===== config.mk =====
export PLATFORM = sky130hd
export DESIGN_NAME = char_lcd_nibble_sequencer
export DESIGN_NICKNAME = d
export VERILOG_FILES = /design/src/hw/rtl/clns_pkg.sv /design/src/hw/rtl/char_lcd_nibble_sequencer.sv /design/src/hw/rtl/clns_cmd_decode.sv /design/src/hw/rtl/clns_pin_seq.sv
export SDC_FILE = /design/constraint.sdc
export NUM_CORES = 1
export LEC_CHECK = 0
export ABC_AREA = 0
export BUFFER_PORTS_ARGS = -buffer_cell sky130_fd_sc_hd__buf_2
export CAP_MARGIN = 10
export CORE_MARGIN = 8
export CORE_UTILIZATION = 49
export DETAILED_ROUTE_END_ITERATION = 10
export PLACE_DENSITY = 0.81
export SLEW_MARGIN = 0
export SYNTH_ARGS = -nofsm -noshare
export SYNTH_HDL_FRONTEND = slang
export SYNTH_SLANG_ARGS = --single-unit

===== constraint.sdc =====
create_clock -name clk -period 3.93 [get_ports clk]
set_clock_uncertainty 0.15 [all_clocks]
set_input_delay 0.786 -clock clk [delete_from_list [all_inputs] [get_ports clk]]
set_output_delay 0.786 -clock clk [all_outputs]
set_load 0.01 [all_outputs]

===== src/hw/rtl/clns_pkg.sv =====
// ----------------------------------------------------------------------------
// clns_pkg
// Types, command codes and timing constants shared by the character LCD
// nibble sequencer modules.
// ----------------------------------------------------------------------------
`default_nettype none

package clns_pkg;

  localparam logic [3:0] ACT_INIT    = 4'd0;
  localparam logic [3:0] ACT_WRITE   = 4'd1;
  localparam logic [3:0] ACT_CLEAR   = 4'd2;
  localparam logic [3:0] ACT_HOME    = 4'd3;
  localparam logic [3:0] ACT_CURSOR  = 4'd4;
  localparam logic [3:0] ACT_CONTROL = 4'd5;
  localparam logic [3:0] ACT_ENTRY   = 4'd6;
  localparam logic [3:0] ACT_SCROLL  = 4'd7;
  localparam logic [3:0] ACT_GLYPH   = 4'd8;

  localparam logic REG_LINES  = 1'b0;
  localparam logic REG_FFLAGS = 1'b1;

  localparam logic [2:0] LINES_RESET  = 3'd2;
  localparam logic [4:0] FFLAGS_RESET = 5'd8;

  localparam logic [7:0] CMD_CLEAR     = 8'h01;
  localparam logic [7:0] CMD_HOME      = 8'h02;
  localparam logic [7:0] CMD_ENTRY     = 8'h04;
  localparam logic [7:0] CMD_CONTROL   = 8'h08;
  localparam logic [7:0] CMD_SHIFT     = 8'h10;
  localparam logic [7:0] SHIFT_DISPLAY = 8'h08;
  localparam logic [7:0] SHIFT_RIGHT   = 8'h04;
  localparam logic [7:0] CMD_FUNCTION  = 8'h20;
  localparam logic [7:0] CMD_CGRAM     = 8'h40;
  localparam logic [7:0] CMD_DDRAM     = 8'h80;

  localparam logic [2:0] CTRL_INIT  = 3'h4;
  localparam logic [1:0] ENTRY_INIT = 2'h2;

  localparam logic [3:0] WAKE_NIBBLE = 4'h3;
  localparam logic [3:0] MODE_NIBBLE = 4'h2;
  localparam logic [3:0] LAST_INIT_NIBBLE = 4'd11;

  localparam logic [15:0] HOLD_PULSE     = 16'd1;
  localparam logic [15:0] HOLD_SETTLE    = 16'd100;
  localparam logic [15:0] HOLD_LONG      = 16'd2100;
  localparam logic [15:0] HOLD_POWER     = 16'd50000;
  localparam logic [15:0] HOLD_WAKE      = 16'd4600;
  localparam logic [15:0] HOLD_WAKE_LAST = 16'd250;

  typedef struct packed {
    logic       known;
    logic       init;
    logic       rs;
    logic [7:0] cmd;
    logic       long_settle;
  } req_t;

  typedef struct packed {
    logic [3:0]  nib;
    logic [15:0] settle;
  } nib_entry_t;

  typedef enum logic [2:0] {
    SEQ_IDLE,
    SEQ_POWER,
    SEQ_EN_LO,
    SEQ_EN_HI,
    SEQ_SETTLE
  } seq_state_t;

  function automatic logic [6:0] row_base(input logic [1:0] r);
    logic [6:0] b;
    case (r)
      2'd0:    b = 7'h00;
      2'd1:    b = 7'h40;
      2'd2:    b = 7'h14;
      default: b = 7'h54;
    endcase
    return b;
  endfunction

  function automatic nib_entry_t init_nibble(input logic [3:0] k, input logic [4:0] ff);
    nib_entry_t e;
    logic [7:0] fn_cmd;
    logic [7:0] ctl_cmd;
    logic [7:0] ent_cmd;
    fn_cmd  = CMD_FUNCTION | {3'b000, ff};
    ctl_cmd = CMD_CONTROL | {5'b00000, CTRL_INIT};
    ent_cmd = CMD_ENTRY | {6'b000000, ENTRY_INIT};
    case (k)
      4'd0:    e = '{nib: WAKE_NIBBLE, settle: HOLD_WAKE};
      4'd1:    e = '{nib: WAKE_NIBBLE, settle: HOLD_WAKE};
      4'd2:    e = '{nib: WAKE_NIBBLE, settle: HOLD_WAKE_LAST};
      4'd3:    e = '{nib: MODE_NIBBLE, settle: HOLD_SETTLE};
      4'd4:    e = '{nib: fn_cmd[7:4], settle: HOLD_SETTLE};
      4'd5:    e = '{nib: fn_cmd[3:0], settle: HOLD_SETTLE};
      4'd6:    e = '{nib: ctl_cmd[7:4], settle: HOLD_SETTLE};
      4'd7:    e = '{nib: ctl_cmd[3:0], settle: HOLD_SETTLE};
      4'd8:    e = '{nib: CMD_CLEAR[7:4], settle: HOLD_SETTLE};
      4'd9:    e = '{nib: CMD_CLEAR[3:0], settle: HOLD_LONG};
      4'd10:   e = '{nib: ent_cmd[7:4], settle: HOLD_SETTLE};
      default: e = '{nib: ent_cmd[3:0], settle: HOLD_SETTLE};
    endcase
    return e;
  endfunction

endpackage

`default_nettype wire


===== src/hw/rtl/char_lcd_nibble_sequencer.sv =====
// ----------------------------------------------------------------------------
// char_lcd_nibble_sequencer
// Character LCD driver for a 4-bit bus: turns requests into timed pin states.
// ----------------------------------------------------------------------------
// Each accepted request is sent as pin-state transactions, three per nibble
// (enable low, high, low), high nibble first. An init request gives 37 pin
// states and every other known request gives 6; unknown actions give none. The
// nibble sequencer loads one pin state per cycle while the output is not
// stalled; an unknown action never leaves the idle state. The in_stall output
// is high from the cycle after acceptance until the final pin state has been
// loaded into the output register; that state may still be waiting on
// out_stall when the next request is accepted.
// Registers: lines_in_use at address 0, function_flags at address 4.
`default_nettype none

module char_lcd_nibble_sequencer #(
  parameter int MAX_ROWS = 4
) (
  input  wire logic        clk,
  input  wire logic        rst_n,
  input  wire logic        psel,
  input  wire logic        penable,
  input  wire logic        pwrite,
  input  wire logic [2:0]  paddr,
  input  wire logic [31:0] pwdata,
  output logic [31:0]      prdata,
  output logic             pready,
  input  wire logic        in_valid,
  output logic             in_stall,
  input  wire logic [3:0]  in_action,
  input  wire logic [7:0]  in_value,
  input  wire logic [6:0]  in_column,
  input  wire logic [2:0]  in_row,
  input  wire logic [1:0]  in_flag_select,
  input  wire logic        in_flag_value,
  input  wire logic        in_scroll_right,
  input  wire logic [2:0]  in_glyph_slot,
  output logic             out_valid,
  input  wire logic        out_stall,
  output logic             out_reg_select,
  output logic             out_enable_level,
  output logic [3:0]       out_data_nibble,
  output logic [15:0]      out_hold_us,
  output logic             out_last
);
  import clns_pkg::*;

  logic [2:0] lines_r;
  logic [4:0] fflags_r;
  logic       busy;
  logic       start;
  logic       cfg_wr;
  req_t       req;

  assign pready   = 1'b1;
  assign cfg_wr   = psel && penable && pwrite;
  assign in_stall = busy;
  assign start    = in_valid && !busy;

  always_ff @(posedge clk) begin
    if (!rst_n) begin
      lines_r  <= LINES_RESET;
      fflags_r <= FFLAGS_RESET;
    end else if (cfg_wr) begin
      if (paddr[2] == REG_LINES) begin
        lines_r <= pwdata[2:0];
      end else begin
        fflags_r <= pwdata[4:0];
      end
    end
  end

  always_comb begin
    case (paddr[2])
      REG_LINES: prdata = {29'd0, lines_r};
      default:   prdata = {27'd0, fflags_r};
    endcase
  end

  clns_cmd_decode #(
    .MAX_ROWS(MAX_ROWS)
  ) u_decode (
    .clk          (clk),
    .rst_n        (rst_n),
    .start        (start),
    .action       (in_action),
    .value        (in_value),
    .column       (in_column),
    .row          (in_row),
    .flag_select  (in_flag_select),
    .flag_value   (in_flag_value),
    .scroll_right (in_scroll_right),
    .glyph_slot   (in_glyph_slot),
    .lines_in_use (lines_r),
    .req          (req)
  );

  clns_pin_seq u_seq (
    .clk              (clk),
    .rst_n            (rst_n),
    .start            (start),
    .req              (req),
    .function_flags   (fflags_r),
    .busy             (busy),
    .out_valid        (out_valid),
    .out_stall        (out_stall),
    .out_reg_select   (out_reg_select),
    .out_enable_level (out_enable_level),
    .out_data_nibble  (out_data_nibble),
    .out_hold_us      (out_hold_us),
    .out_last         (out_last)
  );

endmodule

`default_nettype wire


===== src/hw/rtl/clns_cmd_decode.sv =====
// ----------------------------------------------------------------------------
// clns_cmd_decode
// Turns a request into the command byte to send and keeps the display-control
// and entry-mode flags.
// ----------------------------------------------------------------------------
`default_nettype none

module clns_cmd_decode #(
  parameter int MAX_ROWS = 4
) (
  input  wire logic          clk,
  input  wire logic          rst_n,
  input  wire logic          start,
  input  wire logic [3:0]    action,
  input  wire logic [7:0]    value,
  input  wire logic [6:0]    column,
  input  wire logic [2:0]    row,
  input  wire logic [1:0]    flag_select,
  input  wire logic          flag_value,
  input  wire logic          scroll_right,
  input  wire logic [2:0]    glyph_slot,
  input  wire logic [2:0]    lines_in_use,
  output clns_pkg::req_t     req
);
  import clns_pkg::*;

  localparam logic [2:0] MaxLines = 3'(MAX_ROWS);

  logic [2:0] control_r, control_nxt;
  logic [1:0] entry_r, entry_nxt;
  logic [2:0] ctrl_mask;
  logic [1:0] entry_mask;
  logic [2:0] lines_eff;
  logic [2:0] row_c;
  logic [6:0] ddram_addr;

  always_comb begin
    case (flag_select)
      2'd0:    ctrl_mask = 3'h4;
      2'd1:    ctrl_mask = 3'h2;
      2'd2:    ctrl_mask = 3'h1;
      default: ctrl_mask = 3'h0;
    endcase
    case (flag_select)
      2'd0:    entry_mask = 2'h2;
      2'd1:    entry_mask = 2'h1;
      default: entry_mask = 2'h0;
    endcase
  end

  always_comb begin
    control_nxt = control_r;
    entry_nxt   = entry_r;
    case (action)
      ACT_INIT: begin
        control_nxt = CTRL_INIT;
        entry_nxt   = ENTRY_INIT;
      end
      ACT_CONTROL: begin
        control_nxt = flag_value ? (control_r | ctrl_mask) : (control_r & ~ctrl_mask);
      end
      ACT_ENTRY: begin
        entry_nxt = flag_value ? (entry_r | entry_mask) : (entry_r & ~entry_mask);
      end
      default: begin
        control_nxt = control_r;
      end
    endcase
  end

  always_comb begin
    if (lines_in_use == 3'd0) begin
      lines_eff = 3'd1;
    end else if (lines_in_use > MaxLines) begin
      lines_eff = MaxLines;
    end else begin
      lines_eff = lines_in_use;
    end
    row_c      = (row >= lines_eff) ? (lines_eff - 3'd1) : row;
    ddram_addr = column + row_base(row_c[1:0]);
  end

  always_comb begin
    req = '{known: 1'b1, init: 1'b0, rs: 1'b0, cmd: CMD_CLEAR, long_settle: 1'b0};
    case (action)
      ACT_INIT:    req.init = 1'b1;
      ACT_WRITE: begin
        req.rs  = 1'b1;
        req.cmd = value;
      end
      ACT_CLEAR:   req.long_settle = 1'b1;
      ACT_HOME: begin
        req.cmd         = CMD_HOME;
        req.long_settle = 1'b1;
      end
      ACT_CURSOR:  req.cmd = CMD_DDRAM | {1'b0, ddram_addr};
      ACT_CONTROL: req.cmd = CMD_CONTROL | {5'b00000, control_nxt};
      ACT_ENTRY:   req.cmd = CMD_ENTRY | {6'b000000, entry_nxt};
      ACT_SCROLL:  req.cmd = CMD_SHIFT | SHIFT_DISPLAY | (scroll_right ? SHIFT_RIGHT : 8'h00);
      ACT_GLYPH:   req.cmd = CMD_CGRAM | {2'b00, glyph_slot, 3'b000};
      default:     req.known = 1'b0;
    endcase
  end

  always_ff @(posedge clk) begin
    if (!rst_n) begin
      control_r <= 3'h0;
      entry_r   <= 2'h0;
    end else if (start) begin
      control_r <= control_nxt;
      entry_r   <= entry_nxt;
    end
  end

endmodule

`default_nettype wire


===== src/hw/rtl/clns_pin_seq.sv =====
// ----------------------------------------------------------------------------
// clns_pin_seq
// Steps through the nibbles of a request and emits one timed pin state per
// transaction: enable low, enable high, enable low with settle time.
// ----------------------------------------------------------------------------
`default_nettype none

module clns_pin_seq (
  input  wire logic          clk,
  input  wire logic          rst_n,
  input  wire logic          start,
  input  wire clns_pkg::req_t req,
  input  wire logic [4:0]    function_flags,
  output logic               busy,
  output logic               out_valid,
  input  wire logic          out_stall,
  output logic               out_reg_select,
  output logic               out_enable_level,
  output logic [3:0]         out_data_nibble,
  output logic [15:0]        out_hold_us,
  output logic               out_last
);
  import clns_pkg::*;

  seq_state_t state_r, state_nxt;
  logic [3:0] nib_idx_r, nib_idx_nxt;
  req_t       req_r;
  logic [4:0] ff_r;
  logic       out_valid_r, out_valid_nxt;
  logic       rs_r, en_r, last_r;
  logic [3:0] nib_r;
  logic [15:0] hold_r;

  logic        load;
  logic        last_nib;
  nib_entry_t  cur;
  nib_entry_t  init_e;
  logic        pin_en, pin_last;
  logic [3:0]  pin_nib;
  logic [15:0] pin_hold;

  assign load     = !out_valid_r || !out_stall;
  assign busy     = (state_r != SEQ_IDLE);
  assign last_nib = req_r.init ? (nib_idx_r == LAST_INIT_NIBBLE) : nib_idx_r[0];
  assign init_e   = init_nibble(nib_idx_r, ff_r);

  always_comb begin
    if (req_r.init) begin
      cur = init_e;
    end else if (nib_idx_r[0]) begin
      cur = '{nib: req_r.cmd[3:0], settle: req_r.long_settle ? HOLD_LONG : HOLD_SETTLE};
    end else begin
      cur = '{nib: req_r.cmd[7:4], settle: HOLD_SETTLE};
    end
  end

  always_comb begin
    state_nxt   = state_r;
    nib_idx_nxt = nib_idx_r;
    case (state_r)
      SEQ_IDLE: begin
        if (start && req.known) begin
          state_nxt   = req.init ? SEQ_POWER : SEQ_EN_LO;
          nib_idx_nxt = 4'd0;
        end
      end
      SEQ_POWER:  if (load) state_nxt = SEQ_EN_LO;
      SEQ_EN_LO:  if (load) state_nxt = SEQ_EN_HI;
      SEQ_EN_HI:  if (load) state_nxt = SEQ_SETTLE;
      SEQ_SETTLE: begin
        if (load) begin
          if (last_nib) begin
            state_nxt = SEQ_IDLE;
          end else begin
            state_nxt   = SEQ_EN_LO;
            nib_idx_nxt = nib_idx_r + 4'd1;
          end
        end
      end
      default: state_nxt = SEQ_IDLE;
    endcase
  end

  always_comb begin
    pin_en   = 1'b0;
    pin_nib  = cur.nib;
    pin_hold = HOLD_PULSE;
    pin_last = 1'b0;
    case (state_r)
      SEQ_POWER: begin
        pin_nib  = 4'h0;
        pin_hold = HOLD_POWER;
      end
      SEQ_EN_HI: pin_en = 1'b1;
      SEQ_SETTLE: begin
        pin_hold = cur.settle;
        pin_last = last_nib;
      end
      default: pin_en = 1'b0;
    endcase
  end

  assign out_valid_nxt = load ? busy : out_valid_r;

  always_ff @(posedge clk) begin
    if (!rst_n) begin
      state_r     <= SEQ_IDLE;
      out_valid_r <= 1'b0;
    end else begin
      state_r     <= state_nxt;
      out_valid_r <= out_valid_nxt;
    end
  end

  always_ff @(posedge clk) begin
    nib_idx_r <= nib_idx_nxt;
    if (start) begin
      req_r <= req;
      ff_r  <= function_flags;
    end
    if (load && busy) begin
      rs_r   <= req_r.rs;
      en_r   <= pin_en;
      nib_r  <= pin_nib;
      hold_r <= pin_hold;
      last_r <= pin_last;
    end
  end

  assign out_valid        = out_valid_r;
  assign out_reg_select   = rs_r;
  assign out_enable_level = en_r;
  assign out_data_nibble  = nib_r;
  assign out_hold_us      = hold_r;
  assign out_last         = last_r;

  a_start_idle: assert property (@(posedge clk) disable iff (!rst_n)
    start |-> state_r == SEQ_IDLE)
    else $error("request started while the sequencer was busy");

  a_last_low: assert property (@(posedge clk) disable iff (!rst_n)
    out_valid_r && last_r |-> !en_r)
    else $error("final pin state has enable high");

  a_idx_range: assert property (@(posedge clk) disable iff (!rst_n)
    state_r != SEQ_IDLE && !req_r.init |-> nib_idx_r <= 4'd1)
    else $error("nibble index past the end of a single-byte request");

endmodule

`default_nettype wire


Yosys cells after proc, flatten, opt, wreduce, memory -nomap -nowiden:

Cells that the tools add are included.
Widths: inputs -> output; s select.

* bitwise gates (word level): 7
* order comparisons: 2
* muxes and demuxes: 36
* $add $sub $neg: 3
* reductions and logical operators: 25
* eq/ne operators: 33

Operators by type and width (number)
* $pmux 20 s8: 1
* $pmux 8 s7: 1
* $mux 20: 2
* $eq 4x3->1 const B: 8
* $pmux 16 s2: 1
* $mux 3: 9
* $pmux 7 s3: 1
* $eq 4x4->1 const B: 5
* $eq 4x2->1 const B: 4
* $pmux 3 s5: 1
* $mux 12: 1
* $mux 4: 3
* $ne 2x1->1 const B: 5
* $pmux 3 s3: 1
* $reduce_or 9->1: 1
* $eq 4x1->1 const B: 2
* $logic_not 4->1: 2
* $mux 2: 4
* $pmux 2 s2: 2
* $pmux 4 s2: 1
* $add 7x7->7: 1
* $eq 3x2->1 const B: 2
* $logic_not 3->1: 2
* $mux 1: 6
* 29 further kinds: 40

* bits in registers: 60
* logic and storage cells: 123
* bits of input ports: 71
* output and inout bits: 58

Depth between registers and ports, before layout:

Gate-level depths: netlist of the first run.

* depth after elaboration: 9
* depth in mapped cells: 14
* mapped depth without buffers: 14

Cells and area by module:

Synthesis of the first run repeated with hierarchy kept, for this count alone.

* cell total of the unflattened synthesis: 335
* area, all modules: 3344.5 sq um

Modules (own cells, without submodules)
* clns_pin_seq: area an instance 1910.6 sq um, cells an instance 152, seq. area each 1221.2 sq um, instances 1
* clns_cmd_decode: area an instance 824.5 sq um, cells an instance 113, seq. area each 100.1 sq um, instances 1
* char_lcd_nibble_sequencer: area an instance 609.3 sq um, cells an instance 70, seq. area each 160.2 sq um, instances 1

Worst setup path after synthesis of the first run:

OpenSTA, ideal clock, no wires.

* kind: input to register
* start: in in_row[2]
* end: reg u_seq.req_r[7] in the netlist's numbering (data pin)
* path slack: 815 ps
* cell stages on the path: 11
* buffers on the path: 0
* arrival: 2706 ps
* setup time: 259 ps
* required time: 3521 ps
* cell sequence: ha_1 -> a21oi_1 -> o21a_1 -> nor2_1 -> a21o_1 -> ha_1 -> ha_1 -> a21o_1 -> a32oi_1 -> nor2_1 -> a211o_1

RTL lines
* from (decl): line char_lcd_nibble_sequencer.sv:33 `input wire logic [2:0] in_row,`
* to (signal assigned): line clns_pin_seq.sv:118 `req_r <= req;`
* to (decl): line clns_pin_seq.sv:27 `req_t req_r;`

==> results_dict.tcl, run 1 <==
set metrics [dict create \
    ys_types 59 \
    synth_most_common_cell "edfxtp_1" \
    min_path_type "reg2reg" \
    rsz0062_at_grt "no" \
    drive_gt1_frac 0.218 \
    root_buffer "clkbuf_8" \
    fillers 584 \
    route.detailed.drc 0 \
    num_vias 2508 \
    ys_top_cells_by_count "edfxtp_1 (38), buf_4 (33), nor2_1 (30)" \
    die_area_um2 9480 \
    worst_path_most_repeated_cell "ha_1" \
    period_share 0.785 \
    pwr-share-seq 0.524 \
    synth-async-reset-ratio 0 \
    status "finished clean" \
    wl_per_cell_um 14.4 \
    path_buf_inv 1 \
    drtIter0Drc 141 \
    yosysWarnings 0 \
    ant_nets 0 \
    ys_seq_elements 55 \
    max_slew_margin 0.607 \
    dp.cells 463 \
    rows 29 \
    synth_ff_type "edfxtp_1" \
    hpwl_mm 5.44 \
    synth_edf_count 38 \
    path_delay_family "compound AO/OA/AOI/OAI gates" \
    tns_ns 0 \
    worst-endpoint-arrival_ns 3.00 \
    setup-violations-final 0 \
    grt_pass1_vias 2530 \
    p_sw_frac 0.289 \
    clk_pin_slew_ns 0.09 \
    ctsResizeCount 0 \
    dr.pass1.iters 4 \
    syn_inst 335 \
    grt_max_degree 20 \
    netlist_top_cells_area "edfxtp_1 (35%), dfxtp_1 (10%), buf_4 (7.6%)" \
    intPower_mw 1.03 \
    cts.sinks 55 \
    comb_power_share 0.232 \
    ios 129 \
    crit_chain "buf_2 -> ha_1 -> a21oi_1 -> o21a_1 -> nor2_1 -> a21o_1 -> ha_1 -> ha_1 -> a21o_1 -> a32oi_1 -> nor2_1 -> a211o_1" \
    critPathSlowestCell "ha_1" \
    portBuffers 69 \
    grt_use_total 0.141 \
    antenna_found_initial 0 \
    crit_path_max_fanout 4 \
    startpoint_type "input pin" \
    grt_overflow 0 \
    initial_utilization 0.508 \
    syn_avg_cell_area_um2 9.69 \
    cts_buffers 5 \
    ys_seq_area_frac 0.456 \
    core_area_um2 6390 \
    finalNetCount 474 \
    endpoint_kind "register" \
    ctsHtreeMaxLevel 2 \
    critPathRequiredTime_ns 3.85 \
    clock_path_buffers 2 \
    critical_path_class "in2reg" \
    finalCriticalPeriod_ns 3.08 \
    clkPwrFrac 0.244 \
    routed_wl_mm 6.80 \
    tightest_slew_ns 0.588 \
    p_total_mw 1.45 \
    post_cts_buffers 0 \
    power_leakage_nw 1.63 \
    yosysTopAreaCellShare 0.352 \
    die_w_um 97.4 \
    synth_area_um2 3250 \
    drv_cap 0 \
    slew_violations 0 \
    hold_viol 0 \
    final_cells 471 \
    grt_pass1_wl_mm 11.5 \
    diodes 0 \
    die_h_um 97.4 \
    place_area_um2 3490 \
    critPathMaxStageDelay_ns 0.30 \
    postCtsHoldBufs 0 \
    vias_per_cell 5.32 \
    power.density_nw_per_um2 402 \
    fmax_ghz 0.324 \
    cts_tree "done" \
    vdd_ir_drop_max_mv 0.234 \
    stdcell_area_um2 3600 \
    yosysTopAreaCell "edfxtp_1" \
    p_sw_mw 0.419 \
    place_congestion 0.860 \
    clock_latency_ns 0.30 \
    syn2layout_area_growth_pct 11.0 \
]
per-layer routing:
metal / routed length [um] / track usage / vias up / share of wire
met2: 3350 / 0.244 / 87 / 0.49
met3: 520 / 0.0455 / 8 / 0.077
met4: 83 / 0.0490 / 0 / 0.012
li1: - / - / 1255 / -
met5: 0 / 0 / - / 0
met1: 2840 / 0.159 / 1158 / 0.42
kinds of logic (layout without fill, tap and decap cells):
| group | count (synthesis) | after routing | share of synthesized area |
|---|---|---|---|
| AOI/OAI and AO/OA | 81 | 81 | 0.165 |
| xor gates and xnor gates | 4 | 4 | 0.0108 |
| adders and majority gates | 10 | 10 | 0.0386 |
| buffers and inverters | 66 | 97 | 0.118 |
| DFF | 55 | 55 | 0.456 |
| muxes | 13 | 13 | 0.0412 |
| other | 2 | 30 | 0.00231 |
| and+or+nand+nor | 104 | 104 | 0.168 |
stage by stage:
step	hold slack [ns]	util	worst slack [ns]
finish	0.317	0.564	0.846
global route	0.343	0.564	0.761
CTS	0.319	0.564	0.846
detailed placement	0.295	0.547	0.514
global placement	0.294	0.547	0.586
floorplan	0.250	-	0.815
worst paths after layout:
check,startpoint,endpoint,slack [ns],cells past startpoint
max,in_row[2],u_seq.req_r[7]$_DFFE_PP_,0.85,12
min,fflags_r[3]$_SDFFE_PN1P_,u_seq.ff_r[3]$_DFFE_PP_,0.32,0
max reg2reg,lines_r[1]$_SDFFE_PN1P_,u_seq.req_r[7]$_DFFE_PP_,0.90,13
min reg2reg,fflags_r[3]$_SDFFE_PN1P_,u_seq.ff_r[3]$_DFFE_PP_,0.32,0
power by group through the flow:
stage               Sequential, mW  Combinational, mW  Clock, mW
floorplan                    0.787              0.227          0
global placement             0.771              0.329          0
detailed placement           0.775              0.339          0
CTS                          0.762              0.339      0.363
global route                 0.771              0.377      0.380
finish                       0.760              0.337      0.353
state kept, by name, indices dropped and copies added (netlist names):
name                    count
lines_r                     3
u_decode.entry_r            2
u_seq.out_last              1
u_seq.out_hold_us          11
u_seq.out_valid             1
u_seq.state_r               3
u_seq.nib_idx_r             4
u_seq.req_r                11
u_seq.out_data_nibble       4
u_seq.out_reg_select        1
u_seq.out_enable_level      1
u_decode.control_r          3
u_seq.ff_r                  5
fflags_r                    5
cell usage in the layout (no fill, tap or decap), types with 2 or more instances in the layout:
master	netlist	layout
and3_1	4	4
nor3b_1	2	2
nand2_1	20	20
o211ai_1	2	2
conb_1	2	30
o32ai_1	2	2
clkbuf_8	0	6
nand4bb_1	2	2
edfxtp_1	38	38
dfxtp_1	17	17
xnor2_1	3	3
buf_2	1	69
and3b_1	3	3
inv_1	18	18
a211o_1	2	2
and2_1	5	5
mux2_2	3	3
or3_1	2	2
nand3_1	6	6
ha_1	10	10
o22a_1	2	2
nor2_1	30	30
or3b_2	2	2
a211oi_1	4	4
clkinv_2	1	2
a31oi_1	5	5
nor3_1	9	9
nand2b_1	4	4
a21oi_1	24	24
o21ai_0	16	16
nor2b_1	9	9
mux2i_1	10	10
a21o_1	6	6
a22o_1	2	2
cell type report:
class	count	area, um^2	area share
multi-input cells	242	1490	0.413
clock inverters	1	5.00	0.00139
flip-flops and latches	55	1480	0.411
clock buffers	7	108	0.0299
repair buffers	70	353	0.0979
well taps	77	96.3	0.0267
inverters	19	72.6	0.0201
Note: power is estimated with default switching activity, not from simulation.
==> run 2: changes to the inputs <==
==> constraint.sdc (replaced) <==
create_clock -name clk -period 2.98 [get_ports clk]
set_clock_uncertainty 0.15 [all_clocks]
set_input_delay 0.596 -clock clk [delete_from_list [all_inputs] [get_ports clk]]
set_output_delay 0.596 -clock clk [all_outputs]
set_load 0.01 [all_outputs]
==> run 2 against run 1 <==
Compared with the run above: register-to-register slack got worse by 0.79 ns; setup slack got worse by 0.74 ns; clock-buffer cell count is 1 lower; final cell count grew 1.3%; first-iteration DRC count fell by 2.8%; non-clock buffer count up 6.
==> results_dict.tcl, run 2 (synthesized netlist as in run 1, its figures left out) <==
set metrics [dict create \
    status "finished clean" \
    stdcell_area_um2 3660 \
    startpoint_type "register" \
    finalNetCount 480 \
    ios 129 \
    hpwl_mm 5.44 \
    worst-endpoint-arrival_ns 2.80 \
    final_util 0.573 \
    drv_cap 0 \
    grt_overflow 0 \
    rows 29 \
    critPathLaunch "lines_r[0]$_SDFFE_PN0P_" \
    place_area_um2 3540 \
    routed_wl_mm 6.92 \
    layout_commonest_cell "buf_2" \
    fillers 560 \
    crit_chain "inv_1 -> a21o_1 -> inv_1 -> ha_1 -> nor2b_1 -> o21a_1 -> buf_4 -> a21o_1 -> ha_2 -> ha_2 -> a21o_1 -> a32oi_2 -> nor2_1 -> a211o_1" \
    post_cts_buffers 0 \
    cts_buffers 5 \
    power.density_nw_per_um2 522 \
    wl_per_cell_um 14.5 \
    vias_per_cell 5.31 \
    hold_viol 0 \
    clock_path_buffers 2 \
    multi_input_area_um2 1500 \
    cts_tree "done" \
    clock_latency_ns 0.31 \
    critPathMaxStageDelay_ns 0.34 \
    regArea_um2 1480 \
    grt_pass1_vias 2460 \
    cts.sinks 55 \
    core_area_um2 6390 \
    grt_max_degree 20 \
    drtIter0Drc 137 \
    ctsHtreeMaxLevel 2 \
    num_vias 2531 \
    max_slew_margin 0.610 \
    clk_pin_slew_ns 0.10 \
    fin_hold_ws_ns 0.327 \
    slew_violations 0 \
    endpoint_kind "register" \
    grt_pass1_wl_mm 11.2 \
    most-common-layout-cells "buf_2 (69), edfxtp_1 (38), nor2_1 (30), conb_1 (30), a21oi_1 (24)" \
    critPathSlowestCell "dfxtp_2" \
    drive_gt1_frac 0.243 \
    fmax_ghz 0.348 \
    min_path_type "reg2reg" \
    rr_startpoint "lines_r[0]$_SDFFE_PN0P_" \
    finalCriticalPeriod_ns 2.87 \
    die_area_um2 9480 \
    die_h_um 97.4 \
    worst_hold_startpoint "fflags_r[4]$_SDFFE_PN0P_" \
    crit_path_max_fanout 3 \
    vdd_ir_drop_max_mv 0.330 \
    place_congestion 0.832 \
    path_buf_inv 3 \
    period_share 0.964 \
    dr.pass1.iters 4 \
    die_w_um 97.4 \
    setup-violations-final 0 \
    grt_use_total 0.138 \
    route.detailed.drc 0 \
    root_buffer "clkbuf_8" \
    critPathRequiredTime_ns 2.90 \
    antenna_found_initial 0 \
    initial_utilization 0.508 \
    path_delay_family "compound AO/OA/AOI/OAI gates" \
    syn2layout_area_growth_pct 12.7 \
    p_total_mw 1.91 \
    tightest_slew_ns 0.584 \
    tns_ns 0 \
    portBuffers 69 \
    worst_path_most_repeated_cell "a21o_1" \
    power_leakage_nw 1.65 \
    critical_path_class "reg2reg" \
    diodes 0 \
    ant_nets 0 \
]
==> run 2: where the power goes <==
part | switching [mW] | internal [mW]
Combinational | 0.276 | 0.180
Sequential | 0.0518 | 0.951
Clock | 0.236 | 0.217
Total | 0.564 | 1.35
==> run 2: what timing repair did <==
action / 4_1_cts / 5_1_grt
endpoints found under the setup margin: 0 / 2
hold buffers: 0 / 0
resized for setup: 0 / 5
==> run 2: path summary, 6_finish.rpt <==
check | endpoint | slack, ns | depth (start not counted)
setup / recovery | u_seq.req_r[7]$_DFFE_PP_ | 0.11 | 14
hold / removal | u_seq.ff_r[4]$_DFFE_PP_ | 0.33 | 0
setup reg to reg | u_seq.req_r[7]$_DFFE_PP_ | 0.11 | 14
hold reg to reg | u_seq.ff_r[4]$_DFFE_PP_ | 0.33 | 0
==> run 2: per-stage QoR <==
| stage | instances | worst slack, ns |
|---|---|---|
| finish | 477 | 0.108 |
| global route | 477 | -0.0235 |
| CTS | 477 | 0.0189 |
| detailed placement | 469 | -0.161 |
| global placement | 469 | -0.105 |
| floorplan | 363 | 0.0553 |
==> run 2: layout make-up <==
class                      instances  share of cell area
multi-input combinational        242               0.410
timing repair buffer              76               0.109
tap                               77              0.0263
clock inverter                     2             0.00376
clock buffer                       6              0.0256
inverter                          19              0.0198
sequential                        55               0.406
==> run 2: layer usage <==
| layer | up-vias | wire length, um | global-route usage |
|---|---|---|---|
| met3 | 8 | 522 | 0.0526 |
| met1 | 1164 | 2840 | 0.159 |
| li1 | 1270 | - | - |
| met4 | 0 | 102 | 0.0490 |
| met5 | - | 0 | 0 |
| met2 | 89 | 3450 | 0.226 |
==> run 2: worst reg2reg max path, cell delays in order, from the launching register on <==
cell     delay (ns)
dfxtp_2        0.34
inv_1          0.07
a21o_1         0.13
inv_1          0.04
ha_1           0.26
nor2b_1        0.05
o21a_1         0.20
buf_4          0.14
a21o_1         0.20
ha_2           0.18
ha_2           0.18
a21o_1         0.18
a32oi_2        0.18
nor2_1         0.06
a211o_1        0.28
==> run 3: changes to the inputs <==
--- a/config.mk
+++ b/config.mk
@@ -12,6 +12,8 @@
 export CORE_UTILIZATION = 49
 export DETAILED_ROUTE_END_ITERATION = 10
 export PLACE_DENSITY = 0.81
+export REMOVE_ABC_BUFFERS = 1
+export SKIP_CTS_REPAIR_TIMING = 1
 export SLEW_MARGIN = 0
 export SYNTH_ARGS = -nofsm -noshare
 export SYNTH_HDL_FRONTEND = slang
==> run 3 against run 2 <==
Compared with the run above: non-clock buffer count up 1; final cell count is 0.21% higher; global-route usage decreased by 0.34 points; clock power rose by 3%; critical endpoint unchanged; core utilization grew 0.29 points; highest routed layer unchanged; fmax is 0.79% lower; register-to-register slack got worse by 0.02 ns; routed wire length fell by 1.6%; worst hold slack worse by 0.019 ns; largest power group unchanged; critical path depth is the same; setup slack lost 0.023 ns.
==> results_dict.tcl, run 3 (synthesized netlist as in run 1, its figures left out) <==
set metrics [dict create \
    status "finished clean" \
    most-common-layout-cells "buf_2 (69), edfxtp_1 (38), nor2_1 (30), conb_1 (30), a21oi_1 (23)" \
    finalNetCount 481 \
    antenna_found_initial 0 \
    diodes 0 \
    die_area_um2 9480 \
    rows 29 \
    root_buffer "clkbuf_8" \
    ctsHtreeMaxLevel 2 \
    clock_path_buffers 2 \
    grt_max_degree 20 \
    critPathRequiredTime_ns 2.90 \
    hold_viol 0 \
    grt_use_total 0.134 \
    power_leakage_nw 1.66 \
    max_slew_margin 0.619 \
    power.density_nw_per_um2 524 \
    critical_path_class "reg2reg" \
    critPathSlowestCell "dfxtp_2" \
    vias_per_cell 5.35 \
    critPathMaxStageDelay_ns 0.34 \
    drtIter0Drc 162 \
    cts_buffers 5 \
    dr.pass1.iters 4 \
    clk_pin_slew_ns 0.09 \
    route.detailed.drc 0 \
    multi_input_area_um2 1510 \
    die_h_um 97.4 \
    slew_violations 0 \
    endpoint_kind "register" \
    regArea_um2 1480 \
    setup-violations-final 0 \
    portBuffers 69 \
    ios 129 \
    wl_per_cell_um 14.3 \
    path_buf_inv 3 \
    drv_cap 0 \
    drive_gt1_frac 0.249 \
    syn2layout_area_growth_pct 13.3 \
    p_total_mw 1.93 \
    fmax_ghz 0.345 \
    tightest_slew_ns 0.570 \
    period_share 0.971 \
    clock_latency_ns 0.30 \
    vdd_ir_drop_max_mv 0.355 \
    cts.sinks 55 \
    worst_path_most_repeated_cell "a21o_1" \
    die_w_um 97.4 \
    fillers 563 \
    crit_path_max_fanout 3 \
    num_vias 2559 \
    crit_chain "inv_1 -> a21o_1 -> inv_1 -> ha_1 -> nor2b_2 -> o21a_1 -> buf_4 -> a21o_1 -> ha_2 -> ha_2 -> a21o_1 -> a32oi_2 -> nor2_1 -> a211o_1" \
    ant_nets 0 \
    core_area_um2 6390 \
    finalCriticalPeriod_ns 2.90 \
    final_util 0.576 \
    grt_overflow 0 \
    hpwl_mm 5.28 \
    cts_tree "done" \
    min_path_type "reg2reg" \
    path_delay_family "compound AO/OA/AOI/OAI gates" \
    layout_commonest_cell "buf_2" \
    place_congestion 0.820 \
    grt_pass1_vias 2516 \
    worst-endpoint-arrival_ns 2.81 \
    initial_utilization 0.508 \
    grt_pass1_wl_mm 11.0 \
    startpoint_type "register" \
    routed_wl_mm 6.81 \
]
==> run 3: changes by cell type in the layout (fill, tap and decap cells not counted) <==
cell      delta
nor2b_2      +1
nor2b_1      -1
a21oi_1      -1
a21oi_2      +1
buf_4        +1
clkinv_4     -1
clkbuf_8     +1
==> run 3: routing by layer <==
metal,vias up,routed length [um],track usage
met5,-,0,0
met4,0,57,0.0373
met3,6,507,0.0505
met2,103,3310,0.230
met1,1183,2940,0.152
li1,1267,-,-
==> run 3: area by class of cell <==
| cell class | instances | area share |
|---|---|---|
| multi-input combinational | 242 | 0.410 |
| inverter | 19 | 0.0197 |
| clock buffer | 7 | 0.0293 |
| timing repair buffer | 77 | 0.110 |
| clock inverter | 1 | 0.00136 |
| sequential | 55 | 0.404 |
| tap | 77 | 0.0262 |
==> run 3: power breakdown <==
| part | leakage (nW) | internal (mW) | switching [mW] |
|---|---|---|---|
| Sequential | 0.505 | 0.951 | 0.0518 |
| Combinational | 1.10 | 0.180 | 0.275 |
| Clock | 0.0594 | 0.238 | 0.230 |
| Total | 1.66 | 1.37 | 0.557 |
==> run 3: path summary, 6_finish.rpt <==
kind / startpoint / endpoint / slack, ns / cells past startpoint
setup / recovery: lines_r[0]$_SDFFE_PN0P_ / u_seq.req_r[7]$_DFFE_PP_ / 0.08 / 14
hold / removal: fflags_r[4]$_SDFFE_PN0P_ / u_seq.ff_r[4]$_DFFE_PP_ / 0.31 / 0
hold reg to reg: fflags_r[4]$_SDFFE_PN0P_ / u_seq.ff_r[4]$_DFFE_PP_ / 0.31 / 0
setup reg to reg: lines_r[0]$_SDFFE_PN0P_ / u_seq.req_r[7]$_DFFE_PP_ / 0.08 / 14
==> run 3: stage by stage <==
stage / TNS, ns / instances / hold slack, ns / cell area, um^2 / worst slack (ns)
finish: 0 / 478 / 0.308 / 3680 / 0.0850
global route: -0.0209 / 478 / 0.326 / 3680 / -0.0209
CTS: 0 / 477 / 0.313 / 3650 / 0.00472
detailed placement: -0.178 / 469 / 0.290 / 3540 / -0.178
global placement: -0.123 / 469 / 0.294 / 3540 / -0.123
floorplan: 0 / 316 / 0.250 / 3040 / 0.0553
